<file path="src/sv/tgr_pkg.sv">
`timescale 1ns / 1ps

package tgr_pkg;

    // Transfer limits
    localparam int BLOCK_BYTES  = 512;
    localparam int MAX_DATAGRAM = 518;
    localparam int IDX_W        = $clog2(MAX_DATAGRAM + 1);

    // Stream widths
    localparam int S_TDATA_W = 8;
    localparam int S_TUSER_W = 2;
    localparam int M_TDATA_W = 48;
    localparam int M_TUSER_W = 2;
    localparam int NRES      = 3;

    // Opcodes of interest
    localparam logic [15:0] OP_DATA  = 16'd3;
    localparam logic [15:0] OP_ERROR = 16'd5;
    localparam logic [15:0] OP_OACK  = 16'd6;

    // Header lengths in bytes
    localparam logic [2:0] HDR_NARROW = 3'd4;
    localparam logic [2:0] HDR_WIDE   = 3'd6;

    typedef enum logic [1:0] {
        CMD_BYTE    = 2'd0,
        CMD_TIMEOUT = 2'd1,
        CMD_START   = 2'd2
    } cmd_t;

    typedef enum logic [1:0] {
        PH_IDLE  = 2'd0,
        PH_FIRST = 2'd1,
        PH_DATA  = 2'd2
    } phase_t;

    typedef enum logic [1:0] {
        ACT_IGNORE = 2'd0,
        ACT_ACCEPT = 2'd1,
        ACT_REACK  = 2'd2
    } action_t;

    typedef enum logic [1:0] {
        KIND_PAYLOAD  = 2'd0,
        KIND_ACK      = 2'd1,
        KIND_COMPLETE = 2'd2,
        KIND_FAIL     = 2'd3
    } kind_t;

    typedef enum logic [2:0] {
        FAIL_NONE      = 3'd0,
        FAIL_FIRST     = 3'd1,
        FAIL_SERVER    = 3'd2,
        FAIL_OPCODE    = 3'd3,
        FAIL_SHORT     = 3'd4,
        FAIL_TIMEOUT   = 3'd5
    } fail_t;

    // One input request as held in the input register
    typedef struct packed {
        logic [1:0] command;
        logic [7:0] rx_byte;
        logic       end_of_datagram;
    } item_t;

    // One result
    typedef struct packed {
        kind_t       kind;
        logic [7:0]  payload_byte;
        logic [31:0] ack_num;
        logic        ack_wide;
        fail_t       fail_code;
        logic        last;
    } result_t;

    function automatic result_t make_result(kind_t k, logic [7:0] pb, logic [31:0] blk,
                                            logic wide, fail_t fc);
        result_t r;
        r.kind         = k;
        r.payload_byte = pb;
        r.ack_num      = blk;
        r.ack_wide     = wide;
        r.fail_code    = fc;
        r.last         = 1'b0;
        return r;
    endfunction

endpackage

</file>
<file path="src/sv/tgr_engine.sv">
`timescale 1ns / 1ps

module tgr_engine (
    input  logic                                 aclk,
    input  logic                                 aresetn,
    input  logic                                 fire,
    input  tgr_pkg::item_t                       item,
    output tgr_pkg::result_t [tgr_pkg::NRES-1:0] res,
    output logic [1:0]                           res_cnt
);

    tgr_pkg::phase_t            phase_reg, phase_next;
    tgr_pkg::action_t           act_reg, act_next;
    logic                       wide_reg, wide_next;
    logic [31:0]                exp_reg, exp_next;
    logic [tgr_pkg::IDX_W-1:0]  idx_reg, idx_next;
    logic [15:0]                op_reg, op_next;
    logic [31:0]                blk_reg, blk_next;

    // header length for the current block number width
    function automatic logic [2:0] HDR_NARROW_SEL(logic wide);
        return wide ? tgr_pkg::HDR_WIDE : tgr_pkg::HDR_NARROW;
    endfunction

    // Receive step: state update and results for one request
    always_comb begin
        logic [1:0]                n;
        logic [2:0]                hdr;
        logic [tgr_pkg::IDX_W-1:0] len;
        logic                      data_path;
        phase_next = phase_reg;
        act_next   = act_reg;
        wide_next  = wide_reg;
        exp_next   = exp_reg;
        idx_next   = idx_reg;
        op_next    = op_reg;
        blk_next   = blk_reg;
        res        = '0;
        n          = 2'd0;
        hdr        = HDR_NARROW_SEL(wide_reg);
        len        = '0;
        data_path  = 1'b0;

        unique case (item.command)
            tgr_pkg::CMD_START: begin
                phase_next = tgr_pkg::PH_FIRST;
                exp_next   = 32'd1;
                idx_next   = '0;
                op_next    = '0;
                blk_next   = '0;
                act_next   = tgr_pkg::ACT_IGNORE;
            end
            tgr_pkg::CMD_TIMEOUT: begin
                if (phase_reg != tgr_pkg::PH_IDLE) begin
                    res[n] = tgr_pkg::make_result(tgr_pkg::KIND_FAIL, '0, '0, 1'b0,
                                                  tgr_pkg::FAIL_TIMEOUT);
                    n          = n + 2'd1;
                    phase_next = tgr_pkg::PH_IDLE;
                    idx_next   = '0;
                    blk_next   = '0;
                    act_next   = tgr_pkg::ACT_IGNORE;
                end
            end
            tgr_pkg::CMD_BYTE: begin
                if (phase_reg != tgr_pkg::PH_IDLE) begin
                    // header assembly and payload pass-through
                    if (idx_reg < tgr_pkg::IDX_W'(tgr_pkg::MAX_DATAGRAM)) begin
                        if (idx_reg < tgr_pkg::IDX_W'(2))
                            op_next = {op_reg[7:0], item.rx_byte};
                        if (phase_reg == tgr_pkg::PH_FIRST && idx_reg == tgr_pkg::IDX_W'(1)
                            && op_next == tgr_pkg::OP_DATA)
                            wide_next = 1'b0;
                        hdr = HDR_NARROW_SEL(wide_next);
                        data_path = (phase_reg == tgr_pkg::PH_DATA) ||
                                    (phase_reg == tgr_pkg::PH_FIRST &&
                                     op_next == tgr_pkg::OP_DATA);
                        if (idx_reg >= tgr_pkg::IDX_W'(2) && data_path) begin
                            if (idx_reg < tgr_pkg::IDX_W'(hdr)) begin
                                blk_next = {blk_reg[23:0], item.rx_byte};
                                if (idx_reg == tgr_pkg::IDX_W'(hdr - 3'd1)) begin
                                    if (blk_next == exp_reg)
                                        act_next = tgr_pkg::ACT_ACCEPT;
                                    else if (blk_next < exp_reg)
                                        act_next = tgr_pkg::ACT_REACK;
                                    else
                                        act_next = tgr_pkg::ACT_IGNORE;
                                end
                            end else if (act_reg == tgr_pkg::ACT_ACCEPT) begin
                                res[n] = tgr_pkg::make_result(tgr_pkg::KIND_PAYLOAD,
                                                              item.rx_byte, '0, 1'b0,
                                                              tgr_pkg::FAIL_NONE);
                                n = n + 2'd1;
                            end
                        end
                        idx_next = idx_reg + tgr_pkg::IDX_W'(1);
                    end

                    // end of datagram
                    if (item.end_of_datagram) begin
                        len = idx_next;
                        hdr = HDR_NARROW_SEL(wide_next);
                        data_path = 1'b0;
                        if (phase_reg == tgr_pkg::PH_FIRST) begin
                            if (len < tgr_pkg::IDX_W'(4)) begin
                                res[n] = tgr_pkg::make_result(tgr_pkg::KIND_FAIL, '0, '0,
                                                              1'b0, tgr_pkg::FAIL_FIRST);
                                n = n + 2'd1;
                                phase_next = tgr_pkg::PH_IDLE;
                            end else if (op_next == tgr_pkg::OP_ERROR) begin
                                res[n] = tgr_pkg::make_result(tgr_pkg::KIND_FAIL, '0, '0,
                                                              1'b0, tgr_pkg::FAIL_SERVER);
                                n = n + 2'd1;
                                phase_next = tgr_pkg::PH_IDLE;
                            end else if (op_next == tgr_pkg::OP_OACK) begin
                                wide_next = 1'b1;
                                exp_next  = 32'd1;
                                res[n] = tgr_pkg::make_result(tgr_pkg::KIND_ACK, '0, '0,
                                                              1'b1, tgr_pkg::FAIL_NONE);
                                n = n + 2'd1;
                                phase_next = tgr_pkg::PH_DATA;
                            end else if (op_next == tgr_pkg::OP_DATA) begin
                                data_path  = 1'b1;
                                phase_next = tgr_pkg::PH_DATA;
                            end else begin
                                res[n] = tgr_pkg::make_result(tgr_pkg::KIND_FAIL, '0, '0,
                                                              1'b0, tgr_pkg::FAIL_OPCODE);
                                n = n + 2'd1;
                                phase_next = tgr_pkg::PH_IDLE;
                            end
                        end else begin
                            data_path = 1'b1;
                        end

                        // close a data packet
                        if (data_path) begin
                            if (len < tgr_pkg::IDX_W'(hdr)) begin
                                res[n] = tgr_pkg::make_result(tgr_pkg::KIND_FAIL, '0, '0,
                                                              1'b0, tgr_pkg::FAIL_SHORT);
                                n = n + 2'd1;
                                phase_next = tgr_pkg::PH_IDLE;
                            end else if (act_next == tgr_pkg::ACT_ACCEPT) begin
                                res[n] = tgr_pkg::make_result(tgr_pkg::KIND_ACK, '0, blk_next,
                                                              wide_next, tgr_pkg::FAIL_NONE);
                                n = n + 2'd1;
                                exp_next = exp_reg + 32'd1;
                                if ({1'b0, len - tgr_pkg::IDX_W'(hdr)} <
                                    (tgr_pkg::IDX_W + 1)'(tgr_pkg::BLOCK_BYTES)) begin
                                    res[n] = tgr_pkg::make_result(tgr_pkg::KIND_COMPLETE, '0,
                                                                  '0, 1'b0,
                                                                  tgr_pkg::FAIL_NONE);
                                    n = n + 2'd1;
                                    phase_next = tgr_pkg::PH_IDLE;
                                end
                            end else if (act_next == tgr_pkg::ACT_REACK) begin
                                res[n] = tgr_pkg::make_result(tgr_pkg::KIND_ACK, '0, blk_next,
                                                              wide_next, tgr_pkg::FAIL_NONE);
                                n = n + 2'd1;
                            end
                        end

                        idx_next = '0;
                        blk_next = '0;
                        act_next = tgr_pkg::ACT_IGNORE;
                    end
                end
            end
            default: begin
            end
        endcase

        if (n != 2'd0)
            res[n - 2'd1].last = 1'b1;
        res_cnt = n;
    end

    // Receiver state
    always_ff @(posedge aclk) begin
        if (!aresetn) begin
            phase_reg <= tgr_pkg::PH_IDLE;
            act_reg   <= tgr_pkg::ACT_IGNORE;
            wide_reg  <= 1'b0;
            exp_reg   <= 32'd1;
            idx_reg   <= '0;
            op_reg    <= '0;
            blk_reg   <= '0;
        end else if (fire) begin
            phase_reg <= phase_next;
            act_reg   <= act_next;
            wide_reg  <= wide_next;
            exp_reg   <= exp_next;
            idx_reg   <= idx_next;
            op_reg    <= op_next;
            blk_reg   <= blk_next;
        end
    end

endmodule

</file>
<file path="src/sv/tftp_get_receiver.sv">
`timescale 1ns / 1ps
// Path: a request passes through the input register and then the result buffer before its first result is on m_.
// Throughput: one request per cycle while the result buffer is free; the results of a request (at most
// three) hold the result buffer until the single result port has taken each of them.
// Reset: aresetn is synchronous, active low; it empties the input register and the
// result buffer and returns the receiver to idle with expected block one.

module tftp_get_receiver (
    input  logic                          aclk,
    input  logic                          aresetn,
    input  logic                          s_tvalid,
    output logic                          s_tready,
    input  logic [tgr_pkg::S_TDATA_W-1:0] s_tdata,  // [7:0] rx_byte
    input  logic [tgr_pkg::S_TUSER_W-1:0] s_tuser,  // [1:0] command
    input  logic                          s_tlast,  // end_of_datagram
    output logic                          m_tvalid,
    input  logic                          m_tready,
    // [7:0] payload_byte, [39:8] ack_num, [40] ack_wide, [43:41] fail_code, [47:44] zero
    output logic [tgr_pkg::M_TDATA_W-1:0] m_tdata,
    output logic [tgr_pkg::M_TUSER_W-1:0] m_tuser,  // [1:0] kind
    output logic                          m_tlast   // last
);

    tgr_pkg::item_t                       item_reg;
    logic                                 item_valid_reg;
    tgr_pkg::result_t [tgr_pkg::NRES-1:0] slot_reg;
    logic [1:0]                           cnt_reg;
    tgr_pkg::result_t [tgr_pkg::NRES-1:0] res;
    logic [1:0]                           res_cnt;
    logic                                 load;
    logic                                 drain;

    // Process the held request once the buffer is empty or emptying
    assign drain    = m_tvalid && m_tready;
    assign load     = item_valid_reg &&
                      (cnt_reg == 2'd0 || (cnt_reg == 2'd1 && m_tready));
    assign s_tready = !item_valid_reg || load;

    tgr_engine u_engine (
        .aclk    (aclk),
        .aresetn (aresetn),
        .fire    (load),
        .item    (item_reg),
        .res     (res),
        .res_cnt (res_cnt)
    );

    // Input register
    always_ff @(posedge aclk) begin
        if (!aresetn) begin
            item_valid_reg <= 1'b0;
        end else if (s_tvalid && s_tready) begin
            item_valid_reg <= 1'b1;
        end else if (load) begin
            item_valid_reg <= 1'b0;
        end
    end

    always_ff @(posedge aclk) begin
        if (s_tvalid && s_tready) begin
            item_reg.command         <= s_tuser;
            item_reg.rx_byte         <= s_tdata;
            item_reg.end_of_datagram <= s_tlast;
        end
    end

    // Result buffer: head slot drives the output, shifts down on each take
    always_ff @(posedge aclk) begin
        if (!aresetn) begin
            cnt_reg <= 2'd0;
        end else if (load) begin
            cnt_reg <= res_cnt;
        end else if (drain) begin
            cnt_reg <= cnt_reg - 2'd1;
        end
    end

    always_ff @(posedge aclk) begin
        if (load) begin
            slot_reg <= res;
        end else if (drain) begin
            slot_reg[0] <= slot_reg[1];
            slot_reg[1] <= slot_reg[2];
        end
    end

    // Output packing
    assign m_tvalid = cnt_reg != 2'd0;
    assign m_tdata  = {4'b0000, slot_reg[0].fail_code, slot_reg[0].ack_wide,
                       slot_reg[0].ack_num, slot_reg[0].payload_byte};
    assign m_tuser  = slot_reg[0].kind;
    assign m_tlast  = slot_reg[0].last;

endmodule
</file>
<file path="config.mk">
export PLATFORM = sky130hd
export DESIGN_NAME = tftp_get_receiver
export DESIGN_NICKNAME = d
export VERILOG_FILES = /design/src/sv/tgr_pkg.sv /design/src/sv/tgr_engine.sv /design/src/sv/tftp_get_receiver.sv
export SDC_FILE = /design/constraint.sdc
export NUM_CORES = 1
export LEC_CHECK = 0
export BUFFER_PORTS_ARGS = -buffer_cell sky130_fd_sc_hd__buf_2
export CAP_MARGIN = 20
export CORE_MARGIN = 4
export CORE_UTILIZATION = 33
export DETAILED_ROUTE_END_ITERATION = 10
export PLACE_DENSITY_LB_ADDON = 0.1
export SLEW_MARGIN = 20
export SYNTH_ARGS = -nofsm -noshare
export SYNTH_HDL_FRONTEND = slang
export SYNTH_HIERARCHICAL = 1
export SYNTH_SLANG_ARGS = --single-unit
</file>
<file path="constraint.sdc">
create_clock -name aclk -period 5.5 [get_ports aclk]
set_input_delay 0 -clock aclk [delete_from_list [all_inputs] [get_ports aclk]]
set_output_delay 0 -clock aclk [all_outputs]
set_load 0.02 [all_outputs]
</file>
==> impl_results.md, run 1 <==
- Top cells by area, synth: sky130_fd_sc_hd__edfxtp_1 32%, sky130_fd_sc_hd__dfxtp_1 14%, sky130_fd_sc_hd__mux2_2 5.8%
- Maximum number of pins on one net before global-route repair: 62
- Part of the Yosys area used for sequential elements: 46.39%
- Total Die Area: 46000 sq um
- # nets final: 1445
- Top cell type's share of synthesized area: 32.44%
- Cell Pwr Density: 349.2 nW/um^2
- Unique cell type count in the Yosys netlist: 86
- Max-capacitance violation count: 0
- #FFs+latches synth: 250
- CTS root buffer: sky130_fd_sc_hd__clkbuf_16
- Port Buffer Count: 63
- WL per Instance: 19.63 um
- Clock slew seen by the registers of the worst setup and hold paths: 0.06 ns
- Startpoint Class: flip-flop
- Number of standard cells after synthesis: 1360
- Setup-failing EPs final: 0
- End of the worst register-to-register path: m_tlast
- Static leakage power: 5.760 nW
- Bufs on Longest Clock Path: 3
- Largest area contributor in the netlist: sky130_fd_sc_hd__edfxtp_1
- Category of the worst setup path capture point: flip-flop
- Depth of the worst register-to-register path: 20
- Clock period minus final worst setup slack: 5.093 ns
- Row count: 75
- Number of ports placed on the die boundary: 68
- Slew of the pin with the lowest slew margin: 1.033 ns
- Drt first-iter violations: 672
- Fraction of registers with async set/reset: 0%
- Worst IR drop on VDD: 0.0002282 V
- Worst slew margin: 30.91%
- Antenna diode count: 0
- Number of warnings reported in the yosys synthesis log: 6
- Antenna violations before repair: 0
- Worst hold path stage count: 2
- CORE AREA: 42040 sq um
- # Post-CTS Setup Buffers: 0
- Die boundary width: 214.5 um
- Placer's final routability congestion estimate: 0.8340
- Total Negative Setup Slacks: 0 ns
- Clock sinks: 250
- Unrepaired setup endpoints after global routing: no
- Status: finished, final reports clean
- Leading register cell type out of synthesis: sky130_fd_sc_hd__edfxtp_1
- Data arrival time of the critical path: 5.41 ns
- Final worst-path cycle share: 92.59%
- Hold Path Origin: s_tdata[1]
- Overall track demand over capacity in global routing: 16.10%
- Crit path max fanout: 15
- Total wirelength of the detailed-routed design: 38.13 mm
- Via count of the first global-routing pass: 9802
- Insertion delay of the later-clocked pin in the worst-skew pair: 0.57 ns
- Total CTS buffers: 31
- Fmax: 0.1964 GHz
- Area Growth Syn to Fin: 10.58%
- Final Max Tran Viols: 0
- Initial core utilization: 33.47%
- Pre-Repair DR Iteration Count: 5
- FF-to-FF setup slack: 0.41 ns
- Post-synthesis average cell area: 10.35 sq um
- Total chip power: 5.434 mW
- First-pass GRT wire length: 59.83 mm
- # DRC: 0
- Maximum level of the CTS H-tree: 1
- Proportion of layout cells with a drive suffix above 1: 19.66%
- Synthesized area: 14070 sq um
- Clock tree from TritonCTS: yes
- Cell with the most instances after synthesis: sky130_fd_sc_hd__nor2_1
- Number of hold violations in the final report: 0
- Worst hold path endpoint: item_reg[2]
- Post-synth EDFFs: 152
- Mean number of vias per cell: 5.177
- Residual overflow from global routing: 0
- Clock tree skew after final layout: 0.01396 ns
- Flip-flop count of the largest register, all copies and words added: 94
- Vert. Die Dim: 214.5 um
- Routed vias: 10060
- Class of the worst hold path: input pin to flip-flop
- Post-detailed-placement half-perimeter wirelength: 26.43 mm
- Critical register-to-register path startpoint: u_engine/idx_reg[3]
- Worst Setup Path Type: flip-flop to flip-flop
- Required time reported for the critical path endpoint: 5.82 ns
- Post-synth top cells: 203 x sky130_fd_sc_hd__nor2_1, 152 x sky130_fd_sc_hd__edfxtp_1, 98 x sky130_fd_sc_hd__dfxtp_1, 74 x sky130_fd_sc_hd__buf_4, 72 x sky130_fd_sc_hd__mux2_2
- Post-route ant nets: 0
==> layout by cell type (no fill, tap or decap), types with 9 or more instances in the layout <==
cell type and n:
sky130_fd_sc_hd__o22ai_1 10, sky130_fd_sc_hd__dfxtp_1 98, sky130_fd_sc_hd__clkbuf_16 31, sky130_fd_sc_hd__nand3_1 38, sky130_fd_sc_hd__nor4_1 16, sky130_fd_sc_hd__a31oi_1 17, sky130_fd_sc_hd__inv_1 48, sky130_fd_sc_hd__a21oi_1 53
sky130_fd_sc_hd__nor2_4 9, sky130_fd_sc_hd__and3_1 17, sky130_fd_sc_hd__ha_1 49, sky130_fd_sc_hd__o21ai_0 48, sky130_fd_sc_hd__edfxtp_1 152, sky130_fd_sc_hd__nor2_1 202, sky130_fd_sc_hd__buf_4 22, sky130_fd_sc_hd__dlygate4sd3_1 16
sky130_fd_sc_hd__nand4_1 19, sky130_fd_sc_hd__mux2_4 29, sky130_fd_sc_hd__clkbuf_1 15, sky130_fd_sc_hd__mux2i_1 37, sky130_fd_sc_hd__conb_1 22, sky130_fd_sc_hd__mux2_2 71, sky130_fd_sc_hd__buf_2 63, sky130_fd_sc_hd__nor2b_1 10
sky130_fd_sc_hd__nor3_1 20, sky130_fd_sc_hd__a22oi_1 53, sky130_fd_sc_hd__nand2_1 62, sky130_fd_sc_hd__and2_1 11
==> where the power goes <==
part	total [mW]	switching, mW	internal (mW)
logic	1.02	0.635	0.387
registers	2.52	0.111	2.41
clock network	1.90	0.779	1.12
==> cell type report <==
class / instances / area [sq um]
fill: 4204 / 26480
multi-input combinational: 941 / 6536
sequential: 250 / 6526
clock buffer: 52 / 914.6
timing repair buffer: 103 / 680.7
tap: 539 / 674.4
inverter: 54 / 202.7
clock inverter: 4 / 23.77
==> worst max-delay path, stage by stage (launching register included) <==
cell	delay, ns
sky130_fd_sc_hd__dfxtp_1	0.42
sky130_fd_sc_hd__nor4_4	0.45
sky130_fd_sc_hd__nand3_4	0.30
sky130_fd_sc_hd__mux2_4	0.37
sky130_fd_sc_hd__nand4_2	0.17
sky130_fd_sc_hd__and2_1	0.26
sky130_fd_sc_hd__ha_1	0.21
sky130_fd_sc_hd__o2111ai_1	0.20
sky130_fd_sc_hd__nand3b_1	0.18
sky130_fd_sc_hd__a21oi_4	0.16
sky130_fd_sc_hd__ha_1	0.24
sky130_fd_sc_hd__a41oi_1	0.20
sky130_fd_sc_hd__o31ai_2	0.19
sky130_fd_sc_hd__inv_1	0.14
sky130_fd_sc_hd__ha_1	0.22
sky130_fd_sc_hd__nor2_1	0.06
sky130_fd_sc_hd__a41o_1	0.25
sky130_fd_sc_hd__or3_1	0.45
sky130_fd_sc_hd__inv_2	0.09
sky130_fd_sc_hd__nor2_1	0.04
sky130_fd_sc_hd__mux2_2	0.25
==> metal layers <==
| layer | vias to the layer above | routed length, um | GRT usage (%) |
|---|---|---|---|
| met5 | - | 0 | 0 |
| met4 | 0 | 656 | 3.501 |
| met3 | 41 | 1579 | 1.998 |
| met2 | 193 | 16980 | 25.34 |
| met1 | 4878 | 18920 | 23.78 |
| li1 | 4947 | - | - |
==> cells by family after synthesis <==
family,Yosys count,share of synthesized area (%)
compound gates,256,12.33
mux,141,11.90
xor+xnor,9,0.6137
simple gates,464,16.54
other cells,2,0.05338
fa+ha+maj,49,4.358
buf+inv,189,7.826
flops,250,46.39
==> how the worst max path moves through the flow <==
stage	slack, ns	to	start
final	0.41	m_tlast	u_engine/idx_reg[3]
after global routing	0.10	m_tdata[4]	u_engine/idx_reg[3]
after CTS	0.42	m_tlast	u_engine/idx_reg[3]
after detailed placement	0.44	m_tlast	u_engine/idx_reg[3]
after global placement	0.53	m_tlast	u_engine/idx_reg[3]
after floorplan	0.97	m_tlast	u_engine/idx_reg[3]
==> repair_timing <==
item                                    4_1_cts  5_1_grt
endpoints found under the setup margin        0        3
endpoints found under the hold margin        17        0
hold buffers                                 16        0
resized for setup                             0        1
==> per-stage QoR <==
stage               instances  setup WS [ns]  utilization, %  hold slack [ns]  instance area [sq um]
global placement         1871         0.5320           34.38           0.1765                  14450
global route             1943         0.1015           37.01           0.1182                  15560
detailed placement       1871         0.4380           34.38           0.1781                  14450
finish                   1943         0.4073           37.01           0.1329                  15560
floorplan                1380         0.9666               -          0.09887                  14140
CTS                      1943         0.4188           36.99          0.09370                  15550
No activity file was read; power rests on OpenSTA's default activity.
==> inputs of run 2 (changes only) <==
--- a/config.mk
+++ b/config.mk
@@ -7,6 +7,8 @@
 export LEC_CHECK = 0
 export BUFFER_PORTS_ARGS = -buffer_cell sky130_fd_sc_hd__buf_2
 export CAP_MARGIN = 20
+export CELL_PAD_IN_SITES_DETAIL_PLACEMENT = 1
+export CELL_PAD_IN_SITES_GLOBAL_PLACEMENT = 2
 export CORE_MARGIN = 4
 export CORE_UTILIZATION = 33
 export DETAILED_ROUTE_END_ITERATION = 10
==> run 2 against run 1 <==
Compared with the run above: cell count grew 0.87%; core utilization grew 0.49 points; sequential power is essentially flat; total power grew 2.2%; global-route usage grew 1.6 points; die area is the same; clock skew grew 0.0073 ns; combinational power is essentially flat; fmax grew 0.12%; critical path type unchanged; critical endpoint unchanged; largest cell class unchanged.
==> impl_results.md, run 2 (synthesis gave the netlist of run 1 again) <==
- First-pass GRT wire length: 64.89 mm (+8.5%)
- WL per Instance: 21.35 um (+8.8%)
- Antenna diode count: 0 (unchanged)
- Initial core utilization: 33.47% (unchanged)
- Row count: 75 (unchanged)
- Most used cells in the layout excluding fill and tap cells: 202 x sky130_fd_sc_hd__nor2_1, 152 x sky130_fd_sc_hd__edfxtp_1, 98 x sky130_fd_sc_hd__dfxtp_1
- Total Negative Setup Slacks: 0 ns (unchanged)
- Clock tree skew after final layout: 0.02127 ns (+0.007320 ns)
- Routed vias: 10340 (+2.8%)
- Clock tree from TritonCTS: yes
- CORE AREA: 42040 sq um (unchanged)
- Bufs on Longest Clock Path: 3 (unchanged)
- Crit path max fanout: 15 (unchanged)
- Maximum level of the CTS H-tree: 1 (unchanged)
- Number of ports placed on the die boundary: 68 (unchanged)
- # nets final: 1460 (+1.0%)
- Static leakage power: 5.880 nW (+2.1%)
- Net switching power of the design: 1.561 mW (+2.3%)
- Most frequent cell on the critical path: sky130_fd_sc_hd__ha_1
- Clock group share of total power: 36.3% (+1.4 points)
- Clock period minus final worst setup slack: 5.087 ns (-0.006155 ns)
- Proportion of layout cells with a drive suffix above 1: 20.97% (+1.3 points)
- End of the worst register-to-register path: m_tlast
- Total wirelength of the detailed-routed design: 41.85 mm (+9.8%)
- Dpl cells: 1882 (+0.59%)
- Depth of the worst register-to-register path: 21 (+5.0%)
- Overall track demand over capacity in global routing: 17.73% (+1.6 points)
- Capturing instance or port of the critical path: m_tlast
- Cell class contributing the biggest share of worst-path delay: simple AND/OR/NAND/NOR gates
- Cell Pwr Density: 352.4 nW/um^2 (+0.90%)
- Total Die Area: 46000 sq um (unchanged)
- FF-to-FF setup slack: 0.41 ns (about the same)
- Worst IR drop on VDD: 0.0002513 V (+10%)
- Flip-flop count of the largest register, all copies and words added: 94 (unchanged)
- Number of cells on the critical path: 21 (+5.0%)
- Max-capacitance violation count: 0 (unchanged)
- Unrepaired setup endpoints after global routing: no
- Worst Setup Path Type: flip-flop to flip-flop
- Internal power: 3.994 mW (+2.2%)
- Pre-Repair DR Iteration Count: 5 (unchanged)
- Mean number of vias per cell: 5.274 (+1.9%)
- Data arrival time of the critical path: 5.43 ns (+0.02 ns)
- Number of hold violations in the final report: 0 (unchanged)
- Final worst-path cycle share: 92.48% (-0.11 points)
- Net switching share of the total power: 28.10% (+0.031 points)
- Clock slew seen by the registers of the worst setup and hold paths: 0.06 ns (about the same)
- Final Max Tran Viols: 0 (unchanged)
- Total CTS buffers: 31 (unchanged)
- Clock sinks: 250 (unchanged)
- Required time reported for the critical path endpoint: 5.84 ns (+0.02 ns)
- Post-route ant nets: 0 (unchanged)
- Vert. Die Dim: 214.5 um (unchanged)
- Startpoint Class: flip-flop
- Antenna violations before repair: 0 (unchanged)
- Stage delay of the slowest cell on the critical path: 0.44 ns (about the same)
- Slew of the pin with the lowest slew margin: 0.9855 ns (-0.04703 ns)
- Worst slew margin: 34.16% (+3.3 points)
- Post-layout instance count excluding filler cells: 1960 (+0.87%)
- # DRC: 0 (unchanged)
- Class of the worst hold path: input pin to flip-flop
- Critical path buffer and inverter count: 3 (+1)
- Status: finished, final reports clean
- Cell-by-cell listing of the critical path: nor4_4 > buf_4 > nand3_4 > mux2i_2 > nand4_2 > and2_1 > ha_1 > o2111ai_1 > nand3b_1 > a21oi_4 > ha_1 > a41oi_1 > o31ai_2 > inv_1 > ha_1 > nor2_1 > a41o_1 > or3_1 > inv_2 > nor2_1 > mux2_2
- Residual overflow from global routing: 0 (unchanged)
- Die boundary width: 214.5 um (unchanged)
- Insertion delay of the later-clocked pin in the worst-skew pair: 0.59 ns (+0.02 ns)
- Fmax: 0.1966 GHz (+0.12%)
- CTS root buffer: sky130_fd_sc_hd__clkbuf_16
- Fraction of power consumed by combinational cells: 18.9% (about the same)
- Area Growth Syn to Fin: 12.03%
- Port Buffer Count: 63 (unchanged)
- Drt first-iter violations: 691 (+2.8%)
- Maximum number of pins on one net before global-route repair: 62 (unchanged)
- Post-detailed-placement half-perimeter wirelength: 29.08 mm (+10%)
- Category of the worst setup path capture point: flip-flop
- Cell with the biggest individual delay on the critical path: sky130_fd_sc_hd__or3_1
- Leading cell type in the layout, fill and taps excluded: sky130_fd_sc_hd__nor2_1
- Placer's final routability congestion estimate: 0.7960 (-4.6%)
- Via count of the first global-routing pass: 10390 (+6.0%)
- Launch point of the critical path: u_engine/idx_reg[4]
- Critical register-to-register path startpoint: u_engine/idx_reg[4]
- Sequential cell fraction of total power: 44.8% (-1.5 points)
- Setup-failing EPs final: 0 (unchanged)
## run 2: cell types whose count changed in the layout (fill, tap and decap cells not counted), sizes merged
cell and delta:
clkbuf -1, buf +15, bufinv +1, clkinv +2
## run 2: how the worst min path moves through the flow
stage                        endpoint        from  cells after the start  slack, ns
final                     item_reg[4]  s_tdata[3]                      2       0.13
after global routing      item_reg[4]  s_tdata[3]                      2       0.11
after CTS                 item_reg[0]     s_tlast                      2       0.09
after detailed placement  item_reg[3]  s_tdata[2]                      1       0.18
after global placement    item_reg[0]     s_tlast                      1       0.18
after floorplan           item_reg[0]     s_tlast                      0        0.1
## run 2: worst reg2reg max path: stages, from the launching register on
cell	delay (ns)
sky130_fd_sc_hd__dfxtp_1	0.41
sky130_fd_sc_hd__nor4_4	0.28
sky130_fd_sc_hd__buf_4	0.18
sky130_fd_sc_hd__nand3_4	0.24
sky130_fd_sc_hd__mux2i_2	0.35
sky130_fd_sc_hd__nand4_2	0.22
sky130_fd_sc_hd__and2_1	0.26
sky130_fd_sc_hd__ha_1	0.21
sky130_fd_sc_hd__o2111ai_1	0.18
sky130_fd_sc_hd__nand3b_1	0.20
sky130_fd_sc_hd__a21oi_4	0.17
sky130_fd_sc_hd__ha_1	0.24
sky130_fd_sc_hd__a41oi_1	0.20
sky130_fd_sc_hd__o31ai_2	0.18
sky130_fd_sc_hd__inv_1	0.14
sky130_fd_sc_hd__ha_1	0.22
sky130_fd_sc_hd__nor2_1	0.07
sky130_fd_sc_hd__a41o_1	0.26
sky130_fd_sc_hd__or3_1	0.44
sky130_fd_sc_hd__inv_2	0.09
sky130_fd_sc_hd__nor2_1	0.04
sky130_fd_sc_hd__mux2_2	0.26
## run 2: power groups by stage
stage	Sequential [mW]	Combinational, mW	Clock, mW
after floorplan	2.51	0.900	0
after global placement	2.52	1.04	0
after detailed placement	2.53	1.05	0
after CTS	2.49	1.07	2.09
after global routing	2.52	1.14	2.16
final	2.49	1.05	2.02
## run 2: stage by stage
step / total power [mW] / utilization (%) / setup slack [ns] / hold WS [ns] / instance area, sq um
after floorplan: 3.408 / - / 0.9666 / 0.09887 / 14140
after global placement: 3.558 / 34.57 / 0.3420 / 0.1778 / 14530
after detailed placement: 3.585 / 34.57 / 0.2300 / 0.1789 / 14530
after CTS: 5.651 / 37.35 / 0.1975 / 0.08984 / 15700
after global routing: 5.816 / 37.49 / 0.01349 / 0.1071 / 15760
final: 5.555 / 37.49 / 0.4135 / 0.1264 / 15760
## run 2: area by class of cell
type / instances / area (sq um)
Clock buffer: 51 / 930.9
Clock inverter: 7 / 78.83
Fill cell: 4700 / 26280
Inverter: 54 / 202.7
Multi-Input combinational cell: 941 / 6544
Sequential cell: 250 / 6526
Tap cell: 539 / 674.4
Timing Repair Buffer: 118 / 805.8
## run 2: per-layer routing
layer  track usage, %  routed length [um]  up-vias
li1                 -                   -     4977
met1            27.21               21790     5171
met2            26.93               18080      144
met3            2.097                1173       46
met4            3.523                 816        0
met5                0                   0        -
## run 2: timing repair
item	CTS	global route
hold buffers	16	0
buffers inserted	0	3
resized for setup	0	3
hold endpoints to repair	17	0
setup endpoints to repair	0	34
==> inputs of run 3 (changes only) <==
--- a/config.mk
+++ b/config.mk
@@ -16,5 +16,4 @@
 export SLEW_MARGIN = 20
 export SYNTH_ARGS = -nofsm -noshare
 export SYNTH_HDL_FRONTEND = slang
-export SYNTH_HIERARCHICAL = 1
 export SYNTH_SLANG_ARGS = --single-unit
==> run 3 against run 2 <==
Compared with the run above: clock power is essentially flat; core utilization is 0.70 points higher; critical path depth decreased by 7; fmax up 0.46%.
==> impl_results.md, run 3 <==
- Total CTS buffers: 29 (-6.5%)
- Layout filler cell count: 4209 (-10%)
- # DRC: 0 (unchanged)
- Category of the worst setup path capture point: flip-flop
- Slew of the pin with the lowest slew margin: 0.8931 ns (-0.09244 ns)
- Clock sinks: 232 (-7.2%)
- Cell Pwr Density: 335.2 nW/um^2 (-4.9%)
- Unrepaired setup endpoints after global routing: no
- Dpl cells: 1760 (-6.5%)
- Overall track demand over capacity in global routing: 18.56% (+0.83 points)
- #FFs+latches synth: 232 (-7.2%)
- Flip-flop count of the largest register, all copies and words added: 76 (-19%)
- Port Buffer Count: 63 (unchanged)
- Post-route ant nets: 0 (unchanged)
- Fraction of registers with async set/reset: 0% (unchanged)
- Largest area contributor in the netlist: sky130_fd_sc_hd__edfxtp_1
- Setup-failing EPs final: 0 (unchanged)
- Crit path max fanout: 6 (-9)
- Pre-Repair DR Iteration Count: 5 (unchanged)
- Number of ports placed on the die boundary: 68 (unchanged)
- Final Core Density: 38.20% (+0.70 points)
- Clock tree from TritonCTS: yes
- WHS: 0.1420 ns (+0.01554 ns)
- Class of the worst hold path: input pin to flip-flop
- Maximum number of pins on one net before global-route repair: 73 (+18%)
- Required time reported for the critical path endpoint: 5.79 ns (-0.05 ns)
- Insertion delay of the later-clocked pin in the worst-skew pair: 0.57 ns (-0.02 ns)
- Residual overflow from global routing: 0 (unchanged)
- Clock tree skew after final layout: 0.01295 ns (-0.008326 ns)
- Net switching share of the total power: 26.71% (-1.4 points)
- Number of warnings reported in the yosys synthesis log: 0 (-6)
- Post-synth top cells: 165 x sky130_fd_sc_hd__nor2_1, 134 x sky130_fd_sc_hd__edfxtp_1, 125 x sky130_fd_sc_hd__nand2_1, 98 x sky130_fd_sc_hd__dfxtp_1, 80 x sky130_fd_sc_hd__o21ai_0
- Total wirelength of the detailed-routed design: 38.51 mm (-8.0%)
- Mean number of vias per cell: 5.446 (+3.2%)
- Top cell type's share of synthesized area: 32.60% (+0.16 points)
- Cell with the biggest individual delay on the critical path: sky130_fd_sc_hd__or4_1
- Critical path buffer and inverter count: 0 (-3)
- Synthesized area: 12340 sq um (-12%)
- Antenna diode count: 0 (unchanged)
- CORE AREA: 36790 sq um (-12%)
- First-pass GRT wire length: 60.46 mm (-6.8%)
- Leading register cell type out of synthesis: sky130_fd_sc_hd__edfxtp_1
- Sequential cell fraction of total power: 45.0% (+0.2 points)
- Worst IR drop on VDD: 0.0002260 V (-10%)
- # Post-CTS Setup Buffers: 0 (unchanged)
- Worst slew margin: 39.68% (+5.5 points)
- Fmax: 0.1975 GHz (+0.46%)
- Post-layout instance count excluding filler cells: 1829 (-6.7%)
- Number of standard cells after synthesis: 1308 (-3.8%)
- Top cells by area, synth: sky130_fd_sc_hd__edfxtp_1 33%, sky130_fd_sc_hd__dfxtp_1 16%, sky130_fd_sc_hd__nor2_1 5.0%
- Post-route cell area: 14050 sq um (-11%)
- Clock period minus final worst setup slack: 5.063 ns (-0.02308 ns)
- Cell-by-cell listing of the critical path: or4_1 > and4b_2 > a32oi_2 > o21a_1 > ha_1 > nand2b_1 > or3_1 > o31ai_4 > mux2i_1 > a2111oi_0 > a311oi_1 > mux2_2 > o311ai_2 > o31ai_1
- Most used cells in the layout excluding fill and tap cells: 163 x sky130_fd_sc_hd__nor2_1, 134 x sky130_fd_sc_hd__edfxtp_1, 125 x sky130_fd_sc_hd__nand2_1
- Status: finished, final reports clean
- Number of hold violations in the final report: 0 (unchanged)
- Bufs on Longest Clock Path: 3 (unchanged)
- CTS root buffer: sky130_fd_sc_hd__clkbuf_16
- Post-detailed-placement half-perimeter wirelength: 26.61 mm (-8.5%)
- Total chip power: 4.710 mW (-15%)
- Vert. Die Dim: 201.4 um (-6.1%)
- Proportion of layout cells with a drive suffix above 1: 13.30% (-7.7 points)
- Post-detailed-placement cell area: 12880 sq um (-11%)
- Drt first-iter violations: 591 (-14%)
- Fraction of power consumed by combinational cells: 12.2% (-6.7 points)
- Data arrival time of the critical path: 5.35 ns (-0.08 ns)
- Part of the Yosys area used for sequential elements: 48.50% (+2.1 points)
- Initial core utilization: 33.55% (+0.084 points)
- # nets final: 1399 (-4.2%)
- Clock slew seen by the registers of the worst setup and hold paths: 0.06 ns (about the same)
- Stage delay of the slowest cell on the critical path: 0.68 ns (+0.24 ns)
- Unique cell type count in the Yosys netlist: 87 (+1.2%)
- Worst Setup Path Type: flip-flop to flip-flop
- Cell with the most instances after synthesis: sky130_fd_sc_hd__nor2_1
- Antenna violations before repair: 0 (unchanged)
- Static leakage power: 5.070 nW (-14%)
- Via count of the first global-routing pass: 9987 (-3.8%)
- Internal power: 3.452 mW (-14%)
- Final worst setup slack: 0.4365 ns (+0.02308 ns)
- Cell class contributing the biggest share of worst-path delay: compound AO/OA/AOI/OAI gates
- Max-capacitance violation count: 0 (unchanged)
- Final worst-path cycle share: 92.06% (-0.42 points)
- Final Max Tran Viols: 0 (unchanged)
- Row count: 70 (-6.7%)
- Routed vias: 9960 (-3.7%)
- Post-synthesis average cell area: 9.436 sq um (-8.8%)
- WL per Instance: 21.06 um (-1.4%)
- Worst slack, placed: 0.3795 ns (+0.1495 ns)
- Startpoint Class: flip-flop
- Leading cell type in the layout, fill and taps excluded: sky130_fd_sc_hd__nor2_1
- Die boundary width: 201.4 um (-6.1%)
- Placer's final routability congestion estimate: 0.8239 (+3.5%)
- Clock group share of total power: 42.9% (+6.6 points)
- Area Growth Syn to Fin: 13.85%
- Maximum level of the CTS H-tree: 1 (unchanged)
- Total Negative Setup Slacks: 0 ns (unchanged)
- Post-synth EDFFs: 134 (-12%)
- Net switching power of the design: 1.258 mW (-19%)
- Total Die Area: 40560 sq um (-12%)
run 3: worst paths after layout:
path / from / endpoint / slack (ns) / cells past startpoint
hold / removal: s_tdata[3] / item_reg[4] / 0.14 / 2
setup / recovery: u_engine.op_reg[4] / m_tlast / 0.44 / 14
hold reg to reg: u_engine.exp_reg[31] / u_engine.exp_reg[31] / 0.47 / 2
setup reg to reg: u_engine.op_reg[4] / m_tlast / 0.44 / 14
run 3: cell families after synthesis:
family | Yosys count | synth area share (%)
other | 1 | 0.03038
adder cells (fa/ha/maj) | 46 | 4.663
AO/OA/AOI/OAI | 338 | 17.90
AND/OR/NAND/NOR | 467 | 17.94
XOR/XNOR | 8 | 0.6286
flip-flops | 232 | 48.50
buffers and inverters | 178 | 7.228
multiplexers | 38 | 3.102
run 3: area by class of cell:
cell class | count | area (sq um) | share of cell area [%]
clock buffers | 32 | 758.2 | 5.396
clock inverters | 22 | 249.0 | 1.772
inverters | 60 | 226.5 | 1.612
multi-input cells | 901 | 5510 | 39.22
flip-flops and latches | 232 | 5986 | 42.60
well taps | 468 | 585.6 | 4.167
repair buffers | 114 | 735.7 | 5.236
run 3: per-layer routing:
metal,routed length (um),track usage (%)
met1,19320,27.50
met3,1348,2.949
met4,514,2.856
met5,0,0
met2,17330,29.25
run 3: worst register-to-register path: stages, from the launching register on:
cell                        delay (ns)
sky130_fd_sc_hd__dfxtp_1          0.32
sky130_fd_sc_hd__or4_1            0.68
sky130_fd_sc_hd__and4b_2          0.41
sky130_fd_sc_hd__a32oi_2          0.13
sky130_fd_sc_hd__o21a_1           0.24
sky130_fd_sc_hd__ha_1             0.29
sky130_fd_sc_hd__nand2b_1         0.15
sky130_fd_sc_hd__or3_1            0.39
sky130_fd_sc_hd__o31ai_4          0.40
sky130_fd_sc_hd__mux2i_1          0.52
sky130_fd_sc_hd__a2111oi_0        0.20
sky130_fd_sc_hd__a311oi_1         0.32
sky130_fd_sc_hd__mux2_2           0.38
sky130_fd_sc_hd__o311ai_2         0.18
sky130_fd_sc_hd__o31ai_1          0.18
run 3: repair_timing:
item | 4_1_cts | 5_1_grt
hold buffers | 15 | 0
resized for setup | 0 | 4
hold endpoints to repair | 18 | 0
setup endpoints to repair | 0 | 6
run 3: power groups by stage:
stage          combinational, mW  sequential [mW]  clock (mW)
6_report                   0.574             2.12        2.02
5_1_grt                    0.635             2.13        2.15
4_1_cts                    0.589             2.12        2.08
3_5_place_dp               0.579             2.16           0
3_3_place_gp               0.576             2.15           0
2_1_floorplan              0.454             2.15           0
